## src/hdl/lrc_pkg.sv

```systemverilog
package lrc_pkg;

  localparam int MAX_PARTS    = 32;
  localparam int COUNT_W      = 6;
  localparam int MAX_ERASURES = 4;
  localparam int SMALL_LIMIT  = 3;
  localparam int MASK_W       = 16;

  typedef logic [MASK_W-1:0] mask_t;
  typedef logic [COUNT_W-1:0] count_t;

  typedef struct packed {
    logic  can_repair;
    mask_t repair_mask;
  } plan_t;

  function automatic count_t popcount(input logic [MAX_PARTS-1:0] v);
    count_t c;
    c = '0;
    for (int i = 0; i < MAX_PARTS; i++) begin
      c = c + count_t'(v[i]);
    end
    return c;
  endfunction

endpackage

```

## src/hdl/lrc_repair_set_planner.sv

```systemverilog
// Repair-set planner for a locally repairable code with DATA_PARTS data
// parts, two local xor parities and two global parities.
// Input channel: in_valid, in_stall, erased_mask (bit i set when part i is
// erased; data parts first, then xor parities, then global parities).
// Output channel: out_valid, out_stall, can_repair, repair_mask (parts to
// read, zero when the erased set cannot be rebuilt).
// An accepted item passes through the input register and then the result
// register, which presents it on the output. Throughput is one item per
// cycle while the output does not stall; the whole decision (a population
// count over the mask and a few compares) sits between the two registers.
// When the receiver raises out_stall the result register holds; the input
// register still takes an item while the result register is full, and
// in_stall rises only when both registers hold items and the output stalls.
// Reset (synchronous, active high) empties both registers; no item is lost
// or produced by reset beyond dropping items not yet delivered.
module lrc_repair_set_planner #(
  parameter int DATA_PARTS = 12
) (
  input  logic                 clk,
  input  logic                 rst,
  input  logic                 in_valid,
  output logic                 in_stall,
  input  lrc_pkg::mask_t       erased_mask,
  output logic                 out_valid,
  input  logic                 out_stall,
  output logic                 can_repair,
  output lrc_pkg::mask_t       repair_mask
);
  import lrc_pkg::*;

  localparam int TOTAL_PARTS = DATA_PARTS + 4;
  localparam int HALF        = DATA_PARTS / 2;

  localparam logic [TOTAL_PARTS-1:0] ALL_MASK  = '1;
  localparam logic [TOTAL_PARTS-1:0] DATA_MASK =
    TOTAL_PARTS'((64'd1 << DATA_PARTS) - 64'd1);
  localparam logic [TOTAL_PARTS-1:0] HALF_MASK =
    TOTAL_PARTS'((64'd1 << HALF) - 64'd1);
  localparam logic [TOTAL_PARTS-1:0] XOR0_BIT  = TOTAL_PARTS'(64'd1 << DATA_PARTS);
  localparam logic [TOTAL_PARTS-1:0] XOR1_BIT  =
    TOTAL_PARTS'(64'd1 << (DATA_PARTS + 1));
  localparam logic [TOTAL_PARTS-1:0] GRP0_MASK = HALF_MASK | XOR0_BIT;
  localparam logic [TOTAL_PARTS-1:0] GRP1_MASK = (DATA_MASK & ~HALF_MASK) | XOR1_BIT;

  logic                   valid1;
  mask_t                  mask1;
  logic                   out_load;
  logic                   in_load;
  logic [TOTAL_PARTS-1:0] erased;
  count_t                 n;
  count_t                 cov0;
  count_t                 cov1;
  logic [TOTAL_PARTS-1:0] reads;
  plan_t                  plan_next;
  plan_t                  plan;

  assign out_load = valid1 && (!out_valid || !out_stall);
  assign in_stall = valid1 && !out_load;
  assign in_load  = in_valid && !in_stall;

  always_ff @(posedge clk) begin
    if (rst) begin
      valid1 <= 1'b0;
    end else if (in_load) begin
      valid1 <= 1'b1;
    end else if (out_load) begin
      valid1 <= 1'b0;
    end
    if (in_load) begin
      mask1 <= erased_mask;
    end
  end

  always_comb begin
    erased = TOTAL_PARTS'(mask1) & ALL_MASK;
    n      = popcount(MAX_PARTS'(erased));
    cov0   = popcount(MAX_PARTS'(erased & GRP0_MASK));
    cov1   = popcount(MAX_PARTS'(erased & GRP1_MASK));
    reads  = '0;
    plan_next.can_repair = 1'b0;
    priority if (n == '0) begin
      plan_next.can_repair = 1'b1;
    end else if (n > count_t'(MAX_ERASURES)) begin
      plan_next.can_repair = 1'b0;
    end else if (n == count_t'(1) && cov0 != '0) begin
      plan_next.can_repair = 1'b1;
      reads = GRP0_MASK & ~erased;
    end else if (n == count_t'(1) && cov1 != '0) begin
      plan_next.can_repair = 1'b1;
      reads = GRP1_MASK & ~erased;
    end else if (n == count_t'(MAX_ERASURES) && (cov0 == '0 || cov1 == '0)) begin
      plan_next.can_repair = 1'b0;
    end else if (n == count_t'(2) && cov0 == count_t'(1) && cov1 == count_t'(1)) begin
      plan_next.can_repair = 1'b1;
      reads = (GRP0_MASK | GRP1_MASK) & ~erased;
    end else if ((erased & DATA_MASK) == '0) begin
      plan_next.can_repair = 1'b1;
      reads = DATA_MASK;
    end else begin
      plan_next.can_repair = 1'b1;
      reads = ALL_MASK & ~erased;
      if (cov0 == '0 && n <= count_t'(SMALL_LIMIT)) begin
        reads = reads & ~XOR0_BIT;
      end
      if (cov1 == '0 && n <= count_t'(SMALL_LIMIT)) begin
        reads = reads & ~XOR1_BIT;
      end
    end
    plan_next.repair_mask = MASK_W'(reads);
  end

  always_ff @(posedge clk) begin
    if (rst) begin
      out_valid <= 1'b0;
    end else if (out_load) begin
      out_valid <= 1'b1;
    end else if (!out_stall) begin
      out_valid <= 1'b0;
    end
    if (out_load) begin
      plan <= plan_next;
    end
  end

  assign can_repair  = plan.can_repair;
  assign repair_mask = plan.repair_mask;

  a_refused_reads_none : assert property (@(posedge clk) disable iff (rst)
    out_valid && !can_repair |-> repair_mask == '0)
    else $error("refused item carries a read mask");

  a_too_many_refused : assert property (@(posedge clk) disable iff (rst)
    valid1 && n > count_t'(MAX_ERASURES) |-> !plan_next.can_repair)
    else $error("more erasures than the code tolerates marked repairable");

  a_stage_advances : assert property (@(posedge clk) disable iff (rst)
    out_load |=> out_valid)
    else $error("result register did not take the item");

  a_input_taken : assert property (@(posedge clk) disable iff (rst)
    in_load |=> valid1)
    else $error("input register did not take the item");

  a_no_overwrite : assert property (@(posedge clk) disable iff (rst)
    out_valid && out_stall |-> !out_load)
    else $error("stalled result overwritten");

endmodule
```

## config.mk

```make
export PLATFORM = sky130hd
export DESIGN_NAME = lrc_repair_set_planner
export DESIGN_NICKNAME = d
export VERILOG_FILES = /design/src/hdl/lrc_pkg.sv /design/src/hdl/lrc_repair_set_planner.sv
export SDC_FILE = /design/constraint.sdc
export NUM_CORES = 1
export LEC_CHECK = 0
export ABC_AREA = 1
export BUFFER_PORTS_ARGS = -buffer_cell sky130_fd_sc_hd__buf_2
export CAP_MARGIN = 20
export CORE_ASPECT_RATIO = 0.5
export CORE_MARGIN = 3
export CORE_UTILIZATION = 28
export DETAILED_ROUTE_END_ITERATION = 10
export PLACE_DENSITY_LB_ADDON = 0.3
export SLEW_MARGIN = 20
export SYNTH_ARGS = -nofsm -noshare
export SYNTH_HDL_FRONTEND = slang
export SYNTH_SLANG_ARGS = --single-unit
```

## constraint.sdc

```tcl
create_clock -name clk -period 5.6 [get_ports clk]
set_clock_uncertainty 0.1 [all_clocks]
set_input_delay 1.12 -clock clk [delete_from_list [all_inputs] [get_ports clk]]
set_output_delay 1.12 -clock clk [all_outputs]
set_load 0.03 [all_outputs]
```

# == Word level (Yosys, flattened, before mapping) ==
# Cells that the tools add are included.
# word_totals
out_inout_bits,19
wordCells,79
input_bits,20
reg_bits,35
# op_classes
bitwise_logic,1
add_sub_neg,22
n_mux,15
reduce_logical,26
n_eq_ne,6
n_lt_le_gt_ge,2
# ops
op,count
adder 6 x 1 -> 6 bit,12
two-way mux 14 bit,5
two-way mux 13 bit,2
"== test 6 x 1 -> 1 bit, second input constant",3
logical NOT 6 bit,3
logical NOT 16 bit,1
inverter 16 bit,1
adder 5 x 1 -> 6 bit,2
nonzero test 6 bit,2
adder 4 x 1 -> 5 bit,2
logical AND 1 bit,10
adder 3 x 1 -> 4 bit,2
two-way mux 1 bit,8
OR reduction 7 bit,1
adder 2 x 1 -> 3 bit,2
"== test 6 x 2 -> 1 bit, second input constant",1
"== test 6 x 3 -> 1 bit, second input constant",1
"greater-than comparator 6 x 3 -> 1 bit, second input constant",1
"less-or-equal comparator 6 x 2 -> 1 bit, second input constant",1
adder 1 x 1 -> 2 bit,2
logical NOT 1 bit,4
OR reduction 3 bit,1
logical OR 1 bit,2
"!= test 2 x 1 -> 1 bit, second input constant",1
2 further kinds,2

# == Logic depth before layout (Yosys ltp) ==
# Gate-level depths: netlist (run 1).
# depth
depth_word,24
depth_mapped,24
ltp_nobuf,24

# == Least setup slack after synthesis (run 1) ==
# OpenSTA, ideal clock, no wires.
# synth_path
kind,register to register
from,"reg mask1[0], in the netlist erased[0]"
to,"reg plan (netlist bit repair_mask[6]), data pin"
stages_incl_launch_ff,18
t_required_ns,5.246
path_buffers,0
path_slack_ns,0.708
period_less_slack_ns,4.892
t_arrival_ns,4.538
setup_ns,0.254
path_cell_list,edfxtp_1 fa_1 inv_1 fa_1 inv_1 ha_1 inv_1 fa_1 fa_1 fa_1 fa_1 inv_1 nor2_1 nand4_1 inv_1 nor2_1 nor2_1 nor2_1
# synth_via
elab_chain_len,21
word_cells_on_any_way,36
cone_classes,add/sub (16); order compare (1); eq/ne (4); mux (4); reduce/logical (11)
# synth_lines
element,line,rtl
"start, declared",lrc_repair_set_planner.sv:46,mask_t mask1;
"start signal, assigned",lrc_repair_set_planner.sv:70,mask1 <= erased_mask;
adder 1 x 1 -> 2 bit,lrc_pkg.sv:21,c = c + count_t'(v[i]);
adder 2 x 1 -> 3 bit,lrc_pkg.sv:21,
adder 3 x 1 -> 4 bit,lrc_pkg.sv:21,
adder 4 x 1 -> 5 bit,lrc_pkg.sv:21,
adder 5 x 1 -> 6 bit,lrc_pkg.sv:21,
adder 6 x 1 -> 6 bit (10 in a row),lrc_pkg.sv:21,
== test 6 x 2 -> 1 bit,lrc_repair_set_planner.sv:93,end else if (n == count_t'(2) && cov0 == count_t'(1) && cov1 == count_t'(1)) begin
logical AND 1 bit (2 in a row),lrc_repair_set_planner.sv:93,
two-way mux 14 bit,lrc_repair_set_planner.sv:93,
two-way mux 14 bit,lrc_repair_set_planner.sv:91,end else if (n == count_t'(MAX_ERASURES) && (cov0 == '0 || cov1 == '0)) begin
two-way mux 14 bit,lrc_repair_set_planner.sv:88,end else if (n == count_t'(1) && cov1 != '0) begin
"end signal, assigned",lrc_repair_set_planner.sv:121,plan <= plan_next;
"end, declared",lrc_repair_set_planner.sv:55,plan_t plan;
# Parallel ways exist; a longest one is shown, timed or not.
# A chain may end at the register's enable or synchronous reset.

# == Final worst setup path (run 1) ==
# layout_path
from,"reg mask1[0], in the netlist erased[0]"
to,"reg plan (netlist bit repair_mask[14]), data pin"
# layout_via
elab_chain_len,19
word_cells_on_any_way,32
cone_classes,add/sub (16); order compare (1); eq/ne (4); reduce/logical (11)
# layout_lines
element
"parallel branches: the longest is 18 deep, another holds adder 5 x 1 -> 6 bit"
OR reduction 7 bit (no line) *
# Every way passes the cells marked *.

==> impl_metrics.toml, run 1 <==
[outcome]
status = "finished clean"

[layout]
final_cell_mix = "44 x inv_1, 38 x buf_2, 34 x nand2_1"
final_nets = 296
fillerInstances = 683
fin_cells = 347
utilization_pct = 37.1
areaGrowthSynthToFinish_pct = 22.7
final_common_cell = "inv_1"
insertedDiodeCount = 0
layout-drive-gt1-share_pct = 23.9

[routing]
ant_nets = 0
drc_errors = 0
via_per_inst = 4.29
top_layer = "met4"
wl_met2_um = 1770
routedWlPerCell_um = 12.4
via_count = 1489
routed_wl_um = 4300
met1_length_um = 2300
drt_iter0_drc = 75
wl_met3_um = 193
firstDrtPassIters = 4

[die]
num_rows = 21
design.die.area_um2 = 8730
coreArea_um2 = 7020
die_w_um = 129
io_pins = 39
die_y_um = 67.6
start_util_pct = 30.3

[global_route]
grt_overflow_total = 0
antenna_found_initial = 0
first_global_vias = 1493
grt_max_degree = 18
grtUsageTotal_pct = 10.7
grt_pass1_wl_um = 7150

[sta]
hold_viol_final = 0
fin_tns_setup_ps = 0
tightest_slew_ps = 633
slew_headroom_pct = 57.7
fmax_ghz = 0.190
rsz0062_at_grt = "no"
final.period_utilization_pct = 93.9
setup-violations-final = 0
fin_crit_ps = 5260
slew_viol_final = 0

[clocking]
path_clk_slew_ps = 60
cts_tree = "built"
numCtsBuffers = 5
cts_sinks = 35
clockBufferDepth = 2
clk_latency_ps = 280
cts_setup_buffers = 0
cts.hold.buffers_added = 0
htreeDepth = 2
root_buffer = "clkbuf_16"
cts_resized = 0

[logic_synthesis]
synthesis.nets = 250
synth.distinct_cells = 24
synth-seq-cells = 35
yosysWarnings = 0
syn_area_per_cell_um2 = 10.2
seq_area_frac_synth_pct = 48.6
syn_area_um2 = 2120
synthesis.instances = 208

[worst_setup_path]
r2r.worst_path.cells = 17
worstSetupPathType = "flop to flop"
cp_common_cell = "fa_1"
r2r_end = "repair_mask[14]"
crit_arrival_ps = 5190
rr_startpoint = "erased[0]"
reg2reg_setup_slack_ps = 340
cp-startpoint = "erased[0]"
end_kind = "flop"
cp_slowest_stage_delay_ps = 560
slowest_stage = "fa_1"
crit_buf_inv = 5
cp.required_ps = 5530
path_delay_family = "adder cells"
cp.depth = 17
cp_cell_sequence = "fa_1, inv_1, fa_1, inv_1, ha_1, inv_1, fa_1, fa_1, fa_1, fa_1, inv_1, nor2_1, nand4_1, inv_1, nor2_1, nand2_1, nor2_1"
endpoint = "repair_mask[14]"
path_max_fanout = 7
cp-start-kind = "flop"

[pwr]
powerDensity_nw_per_um2 = 586
ir_drop_v = 0.000201
p_leak_nw = 1.23

[worst_hold_path]
hold_class = "flop to flop"

[job]
maxCapViolCount = 0

[place]
dp_hpwl_um = 3590
io_buffers = 38
place_congestion = 0.937
place_inst = 339
-- synth_stat cells (all sizes together) --
cell	instances	area (um^2)
inv	44	165
nand2	39	164
edfxtp	33	991
nor2	28	124
nand3	16	108
fa	13	260
a21oi	9	45.0
ha	9	113
nand4	8	65.1
dfxtp	2	40.0
a21boi	1	7.51
and2	1	7.51
clkinv	1	8.76
nand3b	1	7.51
nor3	1	5.00
nor3b	1	7.51
o21ai	1	5.00
-- cells by family (layout without fill, tap and decap cells) --
| kind of cell | count (synthesis) | after routing | synth area share [%] |
|---|---|---|---|
| and+or+nand+nor | 95 | 95 | 23.0 |
| buffers and inverters | 45 | 92 | 8.19 |
| DFF | 35 | 35 | 48.6 |
| adders and majority gates | 22 | 22 | 17.6 |
| AOI/OAI and AO/OA | 11 | 11 | 2.71 |
-- registers in the layout (all words and copies together), names as in the netlist --
register and cells:
repair_mask 16, out_valid 1, valid1 1, can_repair 1, erased 16
-- metrics by stage --
| stage | power, mW | hold WS, ps | setup WS (ps) | cell area, um^2 |
|---|---|---|---|---|
| after floorplan | 1.05 | 350 | 708 | 2120 |
| after global placement | 1.21 | 360 | 505 | 2440 |
| after detailed placement | 1.23 | 377 | 343 | 2440 |
| after CTS | 1.54 | 384 | 324 | 2610 |
| after global routing | 1.66 | 438 | 74.8 | 2610 |
| final | 1.53 | 383 | 342 | 2610 |
-- tightest hold or removal path, cell delays in order (launching register included) --
cell	delay (ps)
dfxtp_1	300
inv_1	80
a21oi_1	70
-- where the power goes --
| part | internal [mW] | total [mW] | switching (mW) |
|---|---|---|---|
| Combinational | 0.269 | 0.830 | 0.561 |
| Sequential | 0.371 | 0.385 | 0.0142 |
| Clock | 0.210 | 0.311 | 0.102 |
-- layout make-up --
| class | instances | area [um^2] | share of cell area (%) |
|---|---|---|---|
| well taps | 92 | 115 | 4.42 |
| clock buffers | 5 | 125 | 4.80 |
| multi-input cells | 128 | 918 | 35.3 |
| clock inverters | 3 | 43.8 | 1.68 |
| repair buffers | 39 | 198 | 7.59 |
| inverters | 45 | 174 | 6.68 |
| flip-flops and latches | 35 | 1030 | 39.6 |
-- how the worst min path moves through the flow --
stage,to,slack [ps],from,depth (start not counted)
2_1_floorplan,out_valid,350,valid1,2
3_3_place_gp,out_valid,360,valid1,2
3_5_place_dp,out_valid,380,valid1,2
4_1_cts,out_valid,380,valid1,2
5_1_grt,out_valid,440,valid1,2
6_report,out_valid,380,valid1,2
-- metal layers --
| metal | up-vias | GRT usage [%] |
|---|---|---|
| met5 | - | 0 |
| met4 | 0 | 2.49 |
| met3 | 4 | 3.08 |
| met2 | 47 | 15.5 |
| met1 | 676 | 15.6 |
| li1 | 762 | - |
Note: power is estimated with default switching activity, not from simulation.
==> run 2, diff against run 1 <==
- ABC_AREA: 1 -> not set
==> impl_metrics.toml, run 2 <==
[outcome]
status = "finished clean"

[layout]
fin_cells = 304
layout-drive-gt1-share_pct = 26.4
fillerInstances = 652
final_common_cell = "buf_2"
insertedDiodeCount = 0
final_nets = 253
multi_input_area_um2 = 886
regArea_um2 = 1030
final_cell_mix = "38 x buf_2, 33 x edfxtp_1, 29 x inv_1"
areaGrowthSynthToFinish_pct = 23.1

[routing]
top_layer = "met4"
routed_wl_um = 4370
wl_met2_um = 1940
drt_iter0_drc = 65
routedWlPerCell_um = 14.4
drc_errors = 0
firstDrtPassIters = 4
via_per_inst = 4.55
met1_length_um = 2160
ant_nets = 0
wl_met3_um = 243
via_count = 1383

[clocking]
cts_tree = "built"
path_clk_slew_ps = 50
htreeDepth = 2
clk_latency_ps = 280
cts_setup_buffers = 0
clockBufferDepth = 2
numCtsBuffers = 5
cts_sinks = 35
root_buffer = "clkbuf_16"
cts.hold.buffers_added = 0
cts_resized = 0

[die]
coreArea_um2 = 6860
die_y_um = 66.2
num_rows = 21
design.die.area_um2 = 8370
io_pins = 39
start_util_pct = 29.6
die_w_um = 126

[worst_setup_path]
worstSetupPathType = "flop to flop"
cp_common_cell = "fa_1"
crit_arrival_ps = 5340
r2r_end = "repair_mask[13]"
cp_slowest_stage_delay_ps = 550
end_kind = "flop"
slowest_stage = "fa_1"
cp_cell_sequence = "fa_1, inv_1, fa_1, inv_1, ha_1, inv_1, fa_1, fa_1, fa_1, fa_1, or4b_1, o31ai_2, a31oi_1, o31ai_2, nor4b_2"
cp-start-kind = "flop"
cp.required_ps = 5610
path_max_fanout = 6
r2r.worst_path.cells = 15
rr_startpoint = "erased[0]"
reg2reg_setup_slack_ps = 270

[logic_synthesis]
synthesis.nets = 205
synth_top_area_cell = "edfxtp_1"
synth.top_cell.area_share_pct = 48.8
synth-seq-cells = 35
synth_area_leaders = "edfxtp_1 49%, fa_1 13%, ha_1 5.5%"
syn_area_um2 = 2030
synthesis.instances = 163
yosys-top-cells-count = "33 x edfxtp_1, 29 x inv_1, 13 x fa_1"
synth_edf_count = 33
synth.distinct_cells = 37
async_reset_ff_share_pct = 0
synth_flop_cell = "edfxtp_1"
yosysMostFrequentCell = "edfxtp_1"
seq_area_frac_synth_pct = 50.8
yosysWarnings = 0
syn_area_per_cell_um2 = 12.5

[global_route]
grt_overflow_total = 0
grt_pass1_wl_um = 6840
grtUsageTotal_pct = 10.8
grt_max_degree = 18
first_global_vias = 1345
antenna_found_initial = 0

[place]
place_inst = 296
io_buffers = 38
place_congestion = 0.842
dp_hpwl_um = 3520

[sta]
fin_tns_setup_ps = 0
slew_viol_final = 0
final.period_utilization_pct = 95.1
hold_viol_final = 0
tightest_slew_ps = 451
fin_crit_ps = 5330
setup-violations-final = 0
fmax_ghz = 0.188
slew_headroom_pct = 69.1
rsz0062_at_grt = "no"

[worst_hold_path]
worstHoldEndpoint = "out_valid"
hold_class = "flop to flop"
hp-start = "valid1"
whs_path_depth = 2

[pwr]
powerDensity_nw_per_um2 = 596
ir_drop_v = 0.000185
p_leak_nw = 1.04

[job]
maxCapViolCount = 0
==> run 2: cell types whose count changed after synthesis, sizes merged, moves of 4 or more <==
cell	previous run	this run
nand2	39	7
nor2	28	8
inv	44	29
nand3	16	4
nor3	1	10
nand4	8	0
a21oi	9	4
nor4b	0	5
nand2b	0	4
nor2b	0	4
o21ai	1	5
o31ai	0	4
==> run 2: area by class of cell <==
class                      instances  share of cell area, %
timing repair buffer              42                   8.81
clock inverter                     1                  0.200
sequential                        35                   41.3
tap                               92                   4.61
multi-input combinational         98                   35.5
inverter                          29                   4.36
clock buffer                       7                   5.31
==> run 2: cells by family (layout without fill, tap and decap cells) <==
kind of cell,Yosys count,in the layout,synth area share (%)
simple gates,48,48,14.3
flops,35,35,50.8
compound gates,24,24,8.69
xor+xnor,1,1,0.802
buf+inv,30,79,5.55
mux,3,3,1.48
fa+ha+maj,22,22,18.4
==> run 2: per-stage QoR <==
stage / total power [mW] / instance area (um^2) / hold slack, ps / setup WS (ps) / utilization, %
after floorplan: 1.01 / 2030 / 344 / 572 / -
after global placement: 1.23 / 2360 / 357 / 370 / 34.4
after detailed placement: 1.23 / 2360 / 388 / 346 / 34.4
after CTS: 1.50 / 2500 / 393 / 271 / 36.4
after global routing: 1.61 / 2500 / 459 / 1.04 / 36.4
final: 1.49 / 2500 / 400 / 272 / 36.4
==> run 2: worst max-delay path: cells and delay by family (launching register included) <==
kind                       cells  cell delay [ps]
adders and majority gates      7             3190
and+or+nand+nor                2              790
AOI/OAI and AO/OA              3              480
DFF                            1              440
buffers and inverters          3              160
==> run 2: worst max path at each step <==
stage | startpoint | endpoint | cells after the start
2_1_floorplan | erased[0] | repair_mask[13] | 15
4_1_cts | erased[0] | repair_mask[13] | 15
5_1_grt | erased[0] | repair_mask[14] | 15
3_5_place_dp | erased[0] | repair_mask[13] | 15
3_3_place_gp | erased[0] | repair_mask[13] | 15
6_report | erased[0] | repair_mask[13] | 15
==> run 2: layer usage <==
layer / vias to the layer above / global-route usage, %
li1: 680 / -
met3: 2 / 3.39
met2: 32 / 15.7
met5: - / 0
met4: 0 / 4.41
met1: 669 / 15.0
==> run 2: power by group <==
group / switching, mW / internal, mW
registers: 0.0155 / 0.365
clock network: 0.0962 / 0.164
logic: 0.539 / 0.311
total: 0.650 / 0.840
==> run 3, diff against run 2 <==
- CORE_UTILIZATION: 28 -> 55
- PLACE_DENSITY_LB_ADDON: 0.3 -> 0.12
==> impl_metrics.toml, run 3 (same netlist as run 2, synthesis figures left out) <==
[sta]
setup-violations-final = 0
slew_headroom_pct = 54.2
final.period_utilization_pct = 95.1
hold_viol_final = 0
rsz0062_at_grt = "no"
fin_tns_setup_ps = 0
slew_viol_final = 0
tightest_slew_ps = 686
fin_crit_ps = 5330
fmax_ghz = 0.188

[worst_setup_path]
path_max_fanout = 6
cp.required_ps = 5510
cp_slowest_stage_delay_ps = 560
crit_arrival_ps = 5240
cp_cell_sequence = "fa_1, inv_1, fa_1, inv_1, ha_1, inv_1, fa_1, fa_1, fa_1, fa_2, or4b_1, o31ai_2, a31oi_1, nand3_1, o32ai_1"
cp_common_cell = "fa_1"
cp-start-kind = "flop"
worstSetupPathType = "flop to flop"
end_kind = "flop"
slowest_stage = "fa_1"

[routing]
via_count = 1385
routed_wl_um = 4070
routedWlPerCell_um = 15.7
firstDrtPassIters = 4
via_per_inst = 5.35
drt_iter0_drc = 71
ant_nets = 0
drc_errors = 0

[place]
io_buffers = 38
place_congestion = 0.910
placedInstanceArea_um2 = 2300
dp_hpwl_um = 3210

[die]
die_w_um = 91.9
num_rows = 14
die_y_um = 49.0
design.die.area_um2 = 4500
coreArea_um2 = 3260
start_util_pct = 62.3
io_pins = 39

[layout]
postLayoutCellArea_um2 = 2440
fillerInstances = 237
final_cell_mix = "38 x buf_2, 33 x edfxtp_1, 29 x inv_1"
layout-drive-gt1-share_pct = 27.5
final_common_cell = "buf_2"
insertedDiodeCount = 0
final_nets = 252
areaGrowthSynthToFinish_pct = 20.0

[clocking]
numCtsBuffers = 5
clk_latency_ps = 290
clockBufferDepth = 2
root_buffer = "clkbuf_8"
cts_tree = "built"
htreeDepth = 2
path_clk_slew_ps = 70
cts_sinks = 35
cts_setup_buffers = 0

[global_route]
grtUsageTotal_pct = 20.2
grt_overflow_total = 0
grt_pass1_wl_um = 6690
first_global_vias = 1334
antenna_found_initial = 0
grt_max_degree = 18

[pwr]
p_int_uw = 851
swShare_pct = 43.3
power.switching_uw = 649
combPwrFrac_pct = 56.8
power_frac_clock_pct = 18.0
powerDensity_nw_per_um2 = 616
p_seq_share_pct = 25.2
p_leak_nw = 1.03
ir_drop_v = 0.000313

[job]
maxCapViolCount = 0

[outcome]
status = "finished clean"

[worst_hold_path]
hold_class = "flop to flop"
[run 3: cell types whose count changed in the layout (fill, tap and decap cells not counted)]
cell	delta
clkbuf_1	-1
clkinv_2	-1
clkbuf_16	-5
nand2_1	-1
fa_1	-1
nand2_2	+1
buf_4	-1
bufinv_16	+2
fa_2	+1
clkbuf_8	+5
[run 3: area by class of cell]
class | instances | area [um^2] | share of cell area (%)
timing repair buffer | 41 | 213 | 8.73
clock inverter | 2 | 60.1 | 2.47
tap | 48 | 60.1 | 2.47
multi-input combinational | 98 | 891 | 36.6
clock buffer | 6 | 72.6 | 2.98
inverter | 29 | 109 | 4.47
sequential | 35 | 1030 | 42.3
[run 3: per-stage QoR]
step           std cells  hold slack (ps)  worst slack [ps]  power, mW  util (%)
2_1_floorplan        163              344               572       1.01         -
3_5_place_dp         251              417               227       1.21      70.5
6_report             259              417               273       1.50      74.8
5_1_grt              259              465              44.4       1.61      74.8
3_3_place_gp         251              358               356       1.19      70.5
4_1_cts              259              422               202       1.49      74.6
[run 3: per-layer routing]
layer | global-route usage (%) | vias up | share of wire [%]
met1 | 28.6 | 639 | 44
li1 | - | 673 | -
met3 | 6.47 | 6 | 12
met5 | 0 | - | 0
met4 | 7.14 | 0 | 1.2
met2 | 29.2 | 67 | 43
[run 3: repair_timing]
action,CTS,global route
hold buffers,0,0
setup endpoints to repair,0,4
resized for setup,0,2
[run 3: critical path: cells and delay by family (launching register included)]
family,cells,cell delay [ps]
AO/OA/AOI/OAI,3,490
adder cells (fa/ha/maj),7,3130
buffers and inverters,3,170
flip-flops,1,430
AND/OR/NAND/NOR,2,720
[run 3: final timing paths]
path / from / end / slack (ps) / cells after the start
hold reg to reg: valid1 / out_valid / 420 / 2
setup reg to reg: erased[0] / repair_mask[0] / 270 / 15
setup / recovery: erased[0] / repair_mask[0] / 270 / 15
hold / removal: valid1 / out_valid / 420 / 2
[run 3: power by group through the flow]
stage                     Sequential [mW]  Combinational [mW]  Clock [mW]
after CTS                           0.378               0.834       0.276
after global placement              0.383               0.812           0
after floorplan                     0.452               0.560           0
final                               0.378               0.853       0.270
after detailed placement            0.384               0.831           0
after global routing                0.381               0.943       0.288
